<file path="src/rtl/core/jsv_pkg.sv">
`timescale 1ns / 1ps
package jsv_pkg;
  localparam int MaxNestingDef = 32;
  localparam int QueueDepth = 2;

  typedef enum logic [4:0] {
    M_VALUE, M_ARR_FIRST, M_OBJ_FIRST, M_OBJ_KEY, M_COLON, M_AFTER,
    M_STR_VAL, M_ESC_VAL, M_HEX_VAL, M_STR_KEY, M_ESC_KEY, M_HEX_KEY,
    M_LIT_NULL, M_LIT_TRUE, M_LIT_FALSE, M_NUM_MINUS, M_NUM_ZERO, M_NUM_INT,
    M_NUM_DOT, M_NUM_FRAC, M_NUM_E, M_NUM_ESIGN, M_NUM_EXP
  } mode_t;

  // request passed from the parser to the result queue
  typedef struct packed {
    logic valid;
  } result_t;

  // expected literal character by kind and position
  function automatic logic [7:0] lit_char(input logic [1:0] which, input logic [2:0] pos);
    logic [7:0] ch;
    ch = 8'h00;
    unique case (which)
      2'd0: ch = (pos == 3'd1) ? "u" : (pos == 3'd2) ? "l" : (pos == 3'd3) ? "l" : 8'h00;
      2'd1: ch = (pos == 3'd1) ? "r" : (pos == 3'd2) ? "u" : (pos == 3'd3) ? "e" : 8'h00;
      2'd2: ch = (pos == 3'd1) ? "a" : (pos == 3'd2) ? "l" : (pos == 3'd3) ? "s" :
                 (pos == 3'd4) ? "e" : 8'h00;
      default: ch = 8'h00;
    endcase
    return ch;
  endfunction
endpackage

</file>
<file path="src/rtl/core/jsv_parser.sv">
`timescale 1ns / 1ps
module jsv_parser #(
  parameter int MAX_NESTING = 32
) (
  input  logic              clk,
  input  logic              rst_n,
  input  logic              byte_vld,
  input  logic [7:0]        data_byte,
  input  logic              end_of_doc,
  output logic              res_vld,
  output jsv_pkg::result_t  res
);
  import jsv_pkg::*;
  localparam int LW = $clog2(MAX_NESTING + 1);
  localparam int AW = (MAX_NESTING > 1) ? $clog2(MAX_NESTING) : 1;

  mode_t mode_r, mode_nxt;
  logic [LW-1:0] lvl_r, lvl_nxt;
  logic [2:0] lit_r, lit_nxt, hex_r, hex_nxt;
  logic err_r, err_nxt;
  logic [MAX_NESTING-1:0] stk_r;
  logic push, push_obj;
  logic [7:0] c;
  logic ws, dig, hx, top, num_acc;
  logic [AW-1:0] top_idx;

  assign c = data_byte;
  assign ws = (c == 8'h20) || (c >= 8'h09 && c <= 8'h0d);
  assign dig = (c >= "0" && c <= "9");
  assign hx = dig || (c >= "a" && c <= "f") || (c >= "A" && c <= "F");
  assign top_idx = AW'(lvl_r - LW'(1));
  assign top = stk_r[top_idx];

  // next grammar position for one byte
  always_comb begin
    logic startv, afterv, closec;
    logic [1:0] which;
    logic [2:0] llen;
    mode_t m;
    startv = 1'b0;
    afterv = 1'b0;
    closec = 1'b0;
    m = mode_r;
    which = 2'((m == M_LIT_NULL) ? 0 : (m == M_LIT_TRUE) ? 1 : 2);
    llen = (which == 2'd2) ? 3'd5 : 3'd4;
    mode_nxt = mode_r;
    lvl_nxt = lvl_r;
    lit_nxt = lit_r;
    hex_nxt = hex_r;
    err_nxt = err_r;
    push = 1'b0;
    push_obj = 1'b0;
    if (!err_r) begin
      unique case (mode_r)
        M_VALUE: startv = 1'b1;
        M_ARR_FIRST: begin
          if (c == "]") closec = 1'b1;
          else startv = 1'b1;
        end
        M_OBJ_FIRST: begin
          if (ws) begin
          end else if (c == "}") closec = 1'b1;
          else if (c == "\"") mode_nxt = M_STR_KEY;
          else err_nxt = 1'b1;
        end
        M_OBJ_KEY: begin
          if (!ws) begin
            if (c == "\"") mode_nxt = M_STR_KEY;
            else err_nxt = 1'b1;
          end
        end
        M_COLON: begin
          if (!ws) begin
            if (c == ":") mode_nxt = M_VALUE;
            else err_nxt = 1'b1;
          end
        end
        M_AFTER: afterv = 1'b1;
        M_STR_VAL, M_STR_KEY: begin
          if (c == "\"") mode_nxt = (mode_r == M_STR_KEY) ? M_COLON : M_AFTER;
          else if (c < 8'h20) err_nxt = 1'b1;
          else if (c == "\\") mode_nxt = (mode_r == M_STR_KEY) ? M_ESC_KEY : M_ESC_VAL;
        end
        M_ESC_VAL, M_ESC_KEY: begin
          if (c == "\"" || c == "\\" || c == "/" || c == "b" || c == "f" || c == "n" ||
              c == "r" || c == "t")
            mode_nxt = (mode_r == M_ESC_KEY) ? M_STR_KEY : M_STR_VAL;
          else if (c == "u") begin
            hex_nxt = 3'd0;
            mode_nxt = (mode_r == M_ESC_KEY) ? M_HEX_KEY : M_HEX_VAL;
          end else err_nxt = 1'b1;
        end
        M_HEX_VAL, M_HEX_KEY: begin
          if (!hx) err_nxt = 1'b1;
          else if (hex_r >= 3'd3) begin
            hex_nxt = 3'd0;
            mode_nxt = (mode_r == M_HEX_KEY) ? M_STR_KEY : M_STR_VAL;
          end else hex_nxt = hex_r + 3'd1;
        end
        M_LIT_NULL, M_LIT_TRUE, M_LIT_FALSE: begin
          if (lit_r >= llen || c != lit_char(which, lit_r)) err_nxt = 1'b1;
          else if (lit_r + 3'd1 >= llen) begin
            lit_nxt = 3'd0;
            mode_nxt = M_AFTER;
          end else lit_nxt = lit_r + 3'd1;
        end
        M_NUM_MINUS: begin
          if (c == "0") mode_nxt = M_NUM_ZERO;
          else if (dig) mode_nxt = M_NUM_INT;
          else err_nxt = 1'b1;
        end
        M_NUM_ZERO, M_NUM_INT: begin
          if (mode_r == M_NUM_INT && dig) begin
          end else if (c == ".") mode_nxt = M_NUM_DOT;
          else if (c == "e" || c == "E") mode_nxt = M_NUM_E;
          else afterv = 1'b1;
        end
        M_NUM_DOT: begin
          if (dig) mode_nxt = M_NUM_FRAC;
          else err_nxt = 1'b1;
        end
        M_NUM_FRAC: begin
          if (dig) begin
          end else if (c == "e" || c == "E") mode_nxt = M_NUM_E;
          else afterv = 1'b1;
        end
        M_NUM_E: begin
          if (c == "+" || c == "-") mode_nxt = M_NUM_ESIGN;
          else if (dig) mode_nxt = M_NUM_EXP;
          else err_nxt = 1'b1;
        end
        M_NUM_ESIGN: begin
          if (dig) mode_nxt = M_NUM_EXP;
          else err_nxt = 1'b1;
        end
        M_NUM_EXP: begin
          if (!dig) afterv = 1'b1;
        end
        default: err_nxt = 1'b1;
      endcase
      // value start
      if (startv && !ws) begin
        if (c == "\"") mode_nxt = M_STR_VAL;
        else if (c == "{" || c == "[") begin
          if (lvl_r >= LW'(MAX_NESTING)) err_nxt = 1'b1;
          else begin
            push = 1'b1;
            push_obj = (c == "{");
            lvl_nxt = lvl_r + LW'(1);
            mode_nxt = (c == "{") ? M_OBJ_FIRST : M_ARR_FIRST;
          end
        end else if (c == "n") begin
          mode_nxt = M_LIT_NULL; lit_nxt = 3'd1;
        end else if (c == "t") begin
          mode_nxt = M_LIT_TRUE; lit_nxt = 3'd1;
        end else if (c == "f") begin
          mode_nxt = M_LIT_FALSE; lit_nxt = 3'd1;
        end else if (c == "-") mode_nxt = M_NUM_MINUS;
        else if (c == "0") mode_nxt = M_NUM_ZERO;
        else if (dig) mode_nxt = M_NUM_INT;
        else err_nxt = 1'b1;
      end
      // position after a value
      if (afterv) begin
        mode_nxt = M_AFTER;
        if (!ws) begin
          if (lvl_r == '0) err_nxt = 1'b1;
          else if (c == ",") mode_nxt = top ? M_OBJ_KEY : M_VALUE;
          else if ((c == "]" && !top) || (c == "}" && top)) closec = 1'b1;
          else err_nxt = 1'b1;
        end
      end
      if (closec) begin
        if (lvl_r != '0) lvl_nxt = lvl_r - LW'(1);
        mode_nxt = M_AFTER;
      end
    end
    num_acc = (mode_nxt == M_NUM_ZERO) || (mode_nxt == M_NUM_INT) ||
              (mode_nxt == M_NUM_FRAC) || (mode_nxt == M_NUM_EXP);
  end

  // state registers
  always_ff @(posedge clk) begin
    if (!rst_n) begin
      mode_r <= M_VALUE;
      lvl_r <= '0;
      lit_r <= '0;
      hex_r <= '0;
      err_r <= 1'b0;
    end else if (byte_vld) begin
      if (end_of_doc) begin
        mode_r <= M_VALUE;
        lvl_r <= '0;
        lit_r <= '0;
        hex_r <= '0;
        err_r <= 1'b0;
      end else begin
        mode_r <= mode_nxt;
        lvl_r <= lvl_nxt;
        lit_r <= lit_nxt;
        hex_r <= hex_nxt;
        err_r <= err_nxt;
      end
    end
  end

  // container kind stack
  always_ff @(posedge clk) begin
    if (byte_vld && push) stk_r[AW'(lvl_r)] <= push_obj;
  end

  assign res_vld = byte_vld && end_of_doc;
  assign res.valid = !err_nxt && (lvl_nxt == '0) && (mode_nxt == M_AFTER || num_acc);
endmodule

</file>
<file path="src/rtl/core/jsv_result_queue.sv">
`timescale 1ns / 1ps
module jsv_result_queue (
  input  logic             clk,
  input  logic             rst_n,
  input  logic             wr_en,
  input  jsv_pkg::result_t wr_data,
  output logic             full,
  output logic             empty,
  input  logic             rd_en,
  output jsv_pkg::result_t rd_data
);
  import jsv_pkg::*;
  result_t mem_r [QueueDepth];
  logic wp_r, rp_r;
  logic [1:0] cnt_r;

  assign full = (cnt_r == 2'(QueueDepth));
  assign empty = (cnt_r == 2'd0);
  assign rd_data = mem_r[rp_r];

  // two-entry result queue
  always_ff @(posedge clk) begin
    if (!rst_n) begin
      wp_r <= 1'b0;
      rp_r <= 1'b0;
      cnt_r <= 2'd0;
    end else begin
      if (wr_en) wp_r <= ~wp_r;
      if (rd_en) rp_r <= ~rp_r;
      cnt_r <= cnt_r + 2'(wr_en) - 2'(rd_en);
    end
  end

  always_ff @(posedge clk) begin
    if (wr_en) mem_r[wp_r] <= wr_data;
  end
endmodule

</file>
<file path="src/rtl/core/json_stream_validator.sv">
`timescale 1ns / 1ps
// json_stream_validator: streaming JSON syntax checker
// Input: push a document byte on in_data_byte with in_end_of_doc on the final
// byte; a byte is taken when push is high and full is low.
// Output: one request per document on out_doc_valid, read as a queue: the
// result is shown while empty is low and taken on pop.
// Throughput: one byte per clock while full is low; parser state is registered.
// The result appears in the cycle after the final byte is taken.
// A two-entry result queue separates parser and receiver; full rises only
// when two results wait untaken, so a stalled receiver holds input only then.
// Reset (rst_n low, synchronous) returns the parser to the top-level start
// and empties the queue. After each final byte the parser resets itself for
// the next document.
module json_stream_validator #(
  parameter int MAX_NESTING = jsv_pkg::MaxNestingDef
) (
  input  logic       clk,
  input  logic       rst_n,
  input  logic       push,
  output logic       full,
  input  logic [7:0] in_data_byte,
  input  logic       in_end_of_doc,
  output logic       empty,
  input  logic       pop,
  output logic       out_doc_valid
);
  import jsv_pkg::*;
  logic acc, res_vld;
  result_t res, q_out;

  assign acc = push && !full;

  // front: byte parser
  jsv_parser #(.MAX_NESTING(MAX_NESTING)) u_parser (
    .clk, .rst_n, .byte_vld(acc), .data_byte(in_data_byte),
    .end_of_doc(in_end_of_doc), .res_vld, .res
  );

  // back: result queue
  jsv_result_queue u_queue (
    .clk, .rst_n, .wr_en(res_vld), .wr_data(res), .full, .empty,
    .rd_en(pop && !empty), .rd_data(q_out)
  );

  assign out_doc_valid = q_out.valid;
endmodule

</file>
<file path="config.mk">
export PLATFORM = sky130hd
export DESIGN_NAME = json_stream_validator
export DESIGN_NICKNAME = d
export VERILOG_FILES = /design/src/rtl/core/jsv_pkg.sv /design/src/rtl/core/jsv_parser.sv /design/src/rtl/core/jsv_result_queue.sv /design/src/rtl/core/json_stream_validator.sv
export SDC_FILE = /design/constraint.sdc
export NUM_CORES = 1
export LEC_CHECK = 0
export BUFFER_PORTS_ARGS = -buffer_cell sky130_fd_sc_hd__buf_2
export CAP_MARGIN = 20
export CORE_MARGIN = 1.5
export CORE_UTILIZATION = 35
export CTS_CLUSTER_DIAMETER = 150
export DETAILED_ROUTE_END_ITERATION = 7
export SETUP_SLACK_MARGIN = 0.02
export SLEW_MARGIN = 30
export SYNTH_ARGS = -nofsm -noshare
export SYNTH_HDL_FRONTEND = slang
export SYNTH_HIERARCHICAL = 1
export SYNTH_SLANG_ARGS = --single-unit
</file>
<file path="constraint.sdc">
create_clock -name clk -period 5.6 [get_ports clk]
set_input_delay 0.28 -clock clk [delete_from_list [all_inputs] [get_ports clk]]
set_output_delay 0.28 -clock clk [all_outputs]
set_load 0.1 [all_outputs]
</file>
======== After elaboration in Yosys (flattened, before gate mapping) ========
Memory sizes are Yosys's and may differ from the RTL's. A register that Yosys moved wholly into a read port is not among the register bits.
Cells that the tools add are included.
Widths: inputs -> output; s select.
cells by class
  multiplexer cells ....................... 162
  $lt $le $gt $ge ......................... 16
  add/subtract/negate cells ............... 6
  reductions and logical operators ........ 55
  eq/ne operators ......................... 61
  bitwise operators ....................... 2
operators by type and width
  kind                number
  $mux 5              41
  $eq 8x7->1 const B  13
  $eq 8x6->1 const B  9
  $mux 8              9
  $mux 1              66
  $pmux 5 s13         1
  $eq 5x5->1 const B  11
  $mux 3              17
  $mux 6              8
  $eq 5x4->1 const B  8
  $bwmux 32           1
  $eq 5x3->1 const B  5
  $pmux 8 s3          1
  $mux 7              3
  $logic_or 1x1->1    19
  $ge 8x7->1 const B  2
  $le 8x7->1 const B  2
  $logic_and 1x1->1   15
  $logic_not 6->1     2
  $lt 5x6->1 const B  2
  $mux 4              3
  $pmux 1 s11         1
  $eq 5x2->1 const B  2
  $mux 2              5
  other kinds (40)    56
word-level totals
  memories ................................ 1
  output and inout bits ................... 3
  RAM bits ................................ 2
  register bits ........................... 54
memory list
  memory         words  width  read ports  clocked after Yosys merged registers in  write ports  line                    RTL
  u_queue.mem_r  2      1      1           1                                        1            jsv_result_queue.sv:13  result_t mem_r [QueueDepth];

======== Logic depth before layout (Yosys ltp) ========
  depth after elaboration ................. 30
  gate-level depth with buffers ........... 14
  mapped depth without buffers ............ 13

======== Cells and area by module ========
Netlist, hierarchy kept.
by module, submodules not included
  module                 area an instance (µm²)  cells an instance  times used  seq. area each (µm²)
  jsv_parser             4790.8                  596                1           1321.3
  jsv_result_queue       296.5                   24                 1           160.2
  json_stream_validator  27.5                    2                  1           0.0

======== Least setup slack after synthesis ========
OpenSTA, ideal clock, no wires.
  path type ............................... register to register
  from .................................... reg u_parser.lvl_r[0]
  to ...................................... mem u_queue/mem_r[0] in the netlist's numbering, data pin
  setup slack ............................. 1.395 ns
  data required time ...................... 5.437 ns
  buffers on the path ..................... 3
  data arrival time ....................... 4.041 ns
  cell stages (with the launch flop) ...... 15
  clock period less this slack ............ 4.205 ns
  path through ............................ dfxtp_1 -> buf_2 -> buf_2 -> inv_1 -> ha_1 -> clkbuf_1 -> mux4_2 -> mux4_2 -> mux2i_2 -> mux2i_1 -> and2_1 -> a221oi_1 -> or4b_1 -> nand4b_1 -> a31oi_1
on the way
  cells in the longest elaborated chain, start to end .. 20
RTL lines
  what                            line                         RTL
  start, declared                 jsv_parser.sv:18             logic [LW-1:0] lvl_r, lvl_nxt;
  start signal, assigned          jsv_parser.sv:199            lvl_r <= lvl_nxt;
  $sub 6x1->6                     jsv_parser.sv:31             assign top_idx = AW'(lvl_r - LW'(1));
  $bmux 1 s5                      jsv_parser.sv:32             assign top = stk_r[top_idx];
  $mux 1 (not written as such)    jsv_parser.sv:32
  $logic_not 1->1                 jsv_parser.sv:169            else if ((c == "]" && !top) || (c == "}" && top)) closec = 1'b1;
  $logic_and 1x1->1               jsv_parser.sv:169
  $logic_or 1x1->1                jsv_parser.sv:169
  $mux 1                          jsv_parser.sv:169
  $mux 1                          jsv_parser.sv:168            else if (c == ",") mode_nxt = top ? M_OBJ_KEY : M_VALUE;
  [... 4 more ...]                --
  $mux 5                          jsv_parser.sv:173            if (closec) begin
  $mux 5                          jsv_parser.sv:53             if (!err_r) begin
  $eq 5x5->1                      jsv_parser.sv:178            num_acc = (mode_nxt == M_NUM_ZERO) || (mode_nxt == M_NUM_INT) ||
  $logic_or 1x1->1 (2 in series)  jsv_parser.sv:178
  $logic_or 1x1->1                jsv_parser.sv:179            (mode_nxt == M_NUM_FRAC) || (mode_nxt == M_NUM_EXP);
  $logic_or 1x1->1                jsv_parser.sv:213            assign res.valid = !err_nxt && (lvl_nxt == '0) && (mode_nxt == M_AFTER || num_acc);
  $logic_and 1x1->1 (*)           jsv_parser.sv:213
  net res                         json_stream_validator.sv:29  result_t res, q_out;
  end, declared                   jsv_result_queue.sv:13
Mark *: on every way through the listed nets, which the timed path passes. The rest lies on a longest branch. The select of a mux whose other input is x is not followed.

======== Final worst setup path ========
  from .................................... reg u_parser.mode_r[4]
  to ...................................... mem u_queue/mem_r[1] in the netlist's numbering, data pin
on the way
  cells in the longest elaborated chain, start to end .. 29
RTL lines
  what                                                   line                                  RTL
  start, declared                                        jsv_parser.sv:17                      mode_t mode_r, mode_nxt;
  start signal, assigned                                 jsv_parser.sv:198                     mode_r <= mode_nxt;
  $eq 5x4->1                                             jsv_parser.sv:44, jsv_parser.sv:54
  $mux 2 (2 in series)                                   jsv_parser.sv:44                      which = 2'((m == M_LIT_NULL) ? 0 : (m == M_LIT_TRUE) ? 1 : 2);
  $eq 2x2->1 (tied with other cells)                     jsv_pkg.sv:22, jsv_parser.sv:45
  $pmux 8 s3                                             jsv_pkg.sv:22                         unique case (which)
  $mux 8                                                 jsv_parser.sv:54                      unique case (mode_r)
  $mux 8                                                 jsv_parser.sv:53
  $ne 8x8->1                                             jsv_parser.sv:101                     if (lit_r >= llen || c != lit_char(which, lit_r)) err_nxt = 1'b1;
  $logic_or 1x1->1                                       jsv_parser.sv:101
  [... 13 more ...]                                      --
  $mux 5 or $mux 1 (tied branches)                       jsv_parser.sv:53, jsv_parser.sv:167
  $eq 5x5->1 or $mux 1 (tied branches)                   jsv_parser.sv:178, jsv_parser.sv:166
  $logic_or 1x1->1 or $mux 1 (tied branches)             jsv_parser.sv:178, jsv_parser.sv:164
  $logic_or 1x1->1 or $mux 1 (tied branches)             jsv_parser.sv:178, jsv_parser.sv:53
  $logic_or 1x1->1 or $logic_not 1->1 (tied branches)    jsv_parser.sv:179, jsv_parser.sv:213
  $logic_or 1x1->1 or $logic_and 1x1->1 (tied branches)  jsv_parser.sv:213
  $logic_and 1x1->1 (*)                                  jsv_parser.sv:213
  net res                                                json_stream_validator.sv:29
Marks and branches as above.

==> reports/qor.txt <==
Setup_tns: 0 ns
FFs w/ async S/R, synth: 0
Fin crit period: 4.93 ns
Hold Fails Final Rpt: 0
Sequential share of the synthesized area: 0.290
DIE AREA: 15300 um2
Vias in the first global route: 4776
Flop2flop setup slack: 0.67 ns
Yosys top cell area share: 0.200
R2R Path Start: u_parser/mode_r[4]
Critical path type: reg -> reg
First-pass GRT wire length: 25500 um
Leak Pwr: 0.00187 uW
CP Capture Type: flop
Number of flops mapped to enable cells by yosys: 34
GRT Residual Overflow: 0
Ant diodes: 0
CTS-repair resized insts: 0
Power Dens Cells: 225 nW/um2
Synth area leader: edfxtp_1
Combinational Power Share: 0.194
Hold Path Sink: u_queue/wp_r
Hpwl dp: 11800 um
CTS Buf Count: 9
Hold path cells: 2
Crit-path max FO: 23
Ys flop type: edfxtp_1
Syn Inst Count: 622
R2R cell count: 14
Reg2Reg Capture Point: u_queue/mem_r[1]
Synth Cell Area: 5110 um2
Synth area leaders: edfxtp_1 20%, dfxtp_1 9.0%, nor2_1 5.8%
Clk network pwr share: 0.435
1st-iter DRT viols: 559
Crit share post-route: 0.881
Yosys reg bits: 57
Internal power: 893 uW
Post-CTS Setup Inserts: 0
Initial antenna violation count: 0
Largest net degree at the start of global routing: 33
Max IR drop VDD: 0.235 mV
Reg power frac: 0.372
Slew margin rel.: 0.361
Final slew viol count: 0
Sw Pwr: 373 uW
CTS H-Tree Depth: 3
Most frequent cell after synthesis: nor2_1
Die Y: 124 um
Total of max-cap violations: 0
Worst-path cell chain: buf_4 -> nor4bb_1 -> inv_1 -> ha_1 -> or3b_2 -> a21oi_1 -> o311ai_0 -> nor3_1 -> nand4bb_1 -> o31ai_1 -> o221ai_1 -> or4b_1 -> nand4b_1 -> a31oi_1
Finished Cell Area: 5610 um2
Critical path launch point type: flop
Hold WC Path Type: in -> reg
Core Util, Final: 0.398
Final nets: 641
FMAX: 0.203 GHz
Num rows: 43
Warning count from the yosys run: 6
Drt pass-1 iters: 5
Crit path required time: 5.74 ns
Post-Place Cells: 781
Final Non-Filler Cells: 797
Worst EP arrival: 5.07 ns
Crit-path max cell delay: 0.83 ns
Worst path slowest cell: nor4bb_1
Syn Nets: 651
Detail Route Antenna Nets: 0
Starting Density: 0.363
CTS root buf: clkbuf_16
Wire per inst: 20.2 um
Worst skew pair latency: 0.33 ns
Core area: 14100 um2
Clk sink count: 57
Hold slack: 0.365 ns
Area grow syn2layout: 9.74%
Bufs on Longest Clock Path: 2
Final-report setup violation count: 0
Hold Buf Count CTS: 0
Worst Max-Slew Pin Slew: 0.946 ns
HP Start: rst_n
Run status: completed
DP Area: 5300 um2
Switching Share: 0.294
Worst-path clk slew: 0.05 ns
Ports: 16
Chip Width: 124 um
Drt total wl: 16100 um
Syn avg cell area: 8.22 um2
Routed vias: 5000
PortBufs: 15
Synth cell types: 77
Drt drc: 0
Share of layout cells above drive strength 1: 0.110
GPL Wtd Cong: 0.957
Vias per cell: 6.27
CTS tree: built
Top cells by count, synth: 79 x nor2_1, 38 x nand2_1, 36 x clkbuf_1
RSZ-0062 raised after global routing: false
GRT Resource Usage Total: 0.215
Worst Skew: 0.00541 ns
## area by class of cell
type                       instances  area [um2]
clock buffer                      13         293
multi-input combinational        496        3370
sequential                        57        1480
timing repair buffer              22         128
fill                            1442        8480
clock inverter                     3        18.8
tap                              180         225
inverter                          26        97.6
## how the worst max path moves through the flow
stage          cells past startpoint               start                to  slack [ns]
6_report                          14  u_parser/mode_r[4]  u_queue/mem_r[1]        0.67
4_1_cts                           14  u_parser/mode_r[4]  u_queue/mem_r[0]        0.68
5_1_grt                           14  u_parser/mode_r[4]  u_queue/mem_r[1]        0.47
2_1_floorplan                     14   u_parser/lvl_r[0]  u_queue/mem_r[0]        1.40
3_3_place_gp                      14  u_parser/mode_r[4]  u_queue/mem_r[0]        0.86
3_5_place_dp                      14  u_parser/mode_r[4]  u_queue/mem_r[1]        0.72
## sequential cells by signal (all words and copies together) (netlist names), named ones only
signal / cells
u_parser/mode_r: 5
u_parser/err_r: 1
u_parser/hex_r: 3
u_queue/wp_r: 1
u_parser/lvl_r: 6
u_parser/stk_r: 32
u_queue/rp_r: 1
u_parser/lit_r: 3
u_queue/mem_r: 2
u_queue/cnt_r: 2
## power groups by stage
stage / Combinational [uW] / Sequential, uW / Clock [uW]
final: 245 / 470 / 550
after global routing: 265 / 471 / 580
after CTS: 245 / 470 / 558
after detailed placement: 244 / 478 / 0
after global placement: 240 / 477 / 0
after floorplan: 201 / 469 / 0
## layout by cell type (no fill, tap or decap), types with 12 or more instances in the layout
cell      instances
dfxtp_1          23
inv_1            26
nand2_1          38
o21ai_0          27
a31oi_1          12
nand3_1          17
ha_1             16
edfxtp_1         34
nor3_1           22
buf_2            15
nor2_1           79
a21oi_1          23
and2_1           19
a211oi_1         13
nor2b_1          22
## critical path, delay by kind of cell (launching register included)
kind / cells / cell delay (ns)
compound gates: 5 / 1.03
fa+ha+maj: 1 / 0.37
buf+inv: 2 / 0.53
flops: 1 / 0.29
simple gates: 6 / 2.51
## metal layers
metal | vias to the layer above | share of wire | track usage
met5 | - | 0 | 0
met4 | 0 | 0.039 | 0.0973
met3 | 51 | 0.054 | 0.0288
met2 | 213 | 0.47 | 0.360
met1 | 2404 | 0.43 | 0.276
li1 | 2332 | - | -
## kinds of logic (layout without fill, tap and decap cells)
group | Yosys count | after routing | share of synthesized area
AOI/OAI and AO/OA | 152 | 152 | 0.209
DFF | 57 | 57 | 0.290
xor gates and xnor gates | 10 | 10 | 0.0198
adders and majority gates | 16 | 16 | 0.0391
muxes | 20 | 20 | 0.0646
buffers and inverters | 69 | 64 | 0.0519
and+or+nand+nor | 298 | 298 | 0.326
## per-stage QoR
step | setup slack, ns | power (uW)
final | 0.665 | 1270
after global routing | 0.469 | 1320
after CTS | 0.678 | 1270
after detailed placement | 0.724 | 722
after floorplan | 1.40 | 669
after global placement | 0.859 | 717
Note: power is estimated with default switching activity, not from simulation.
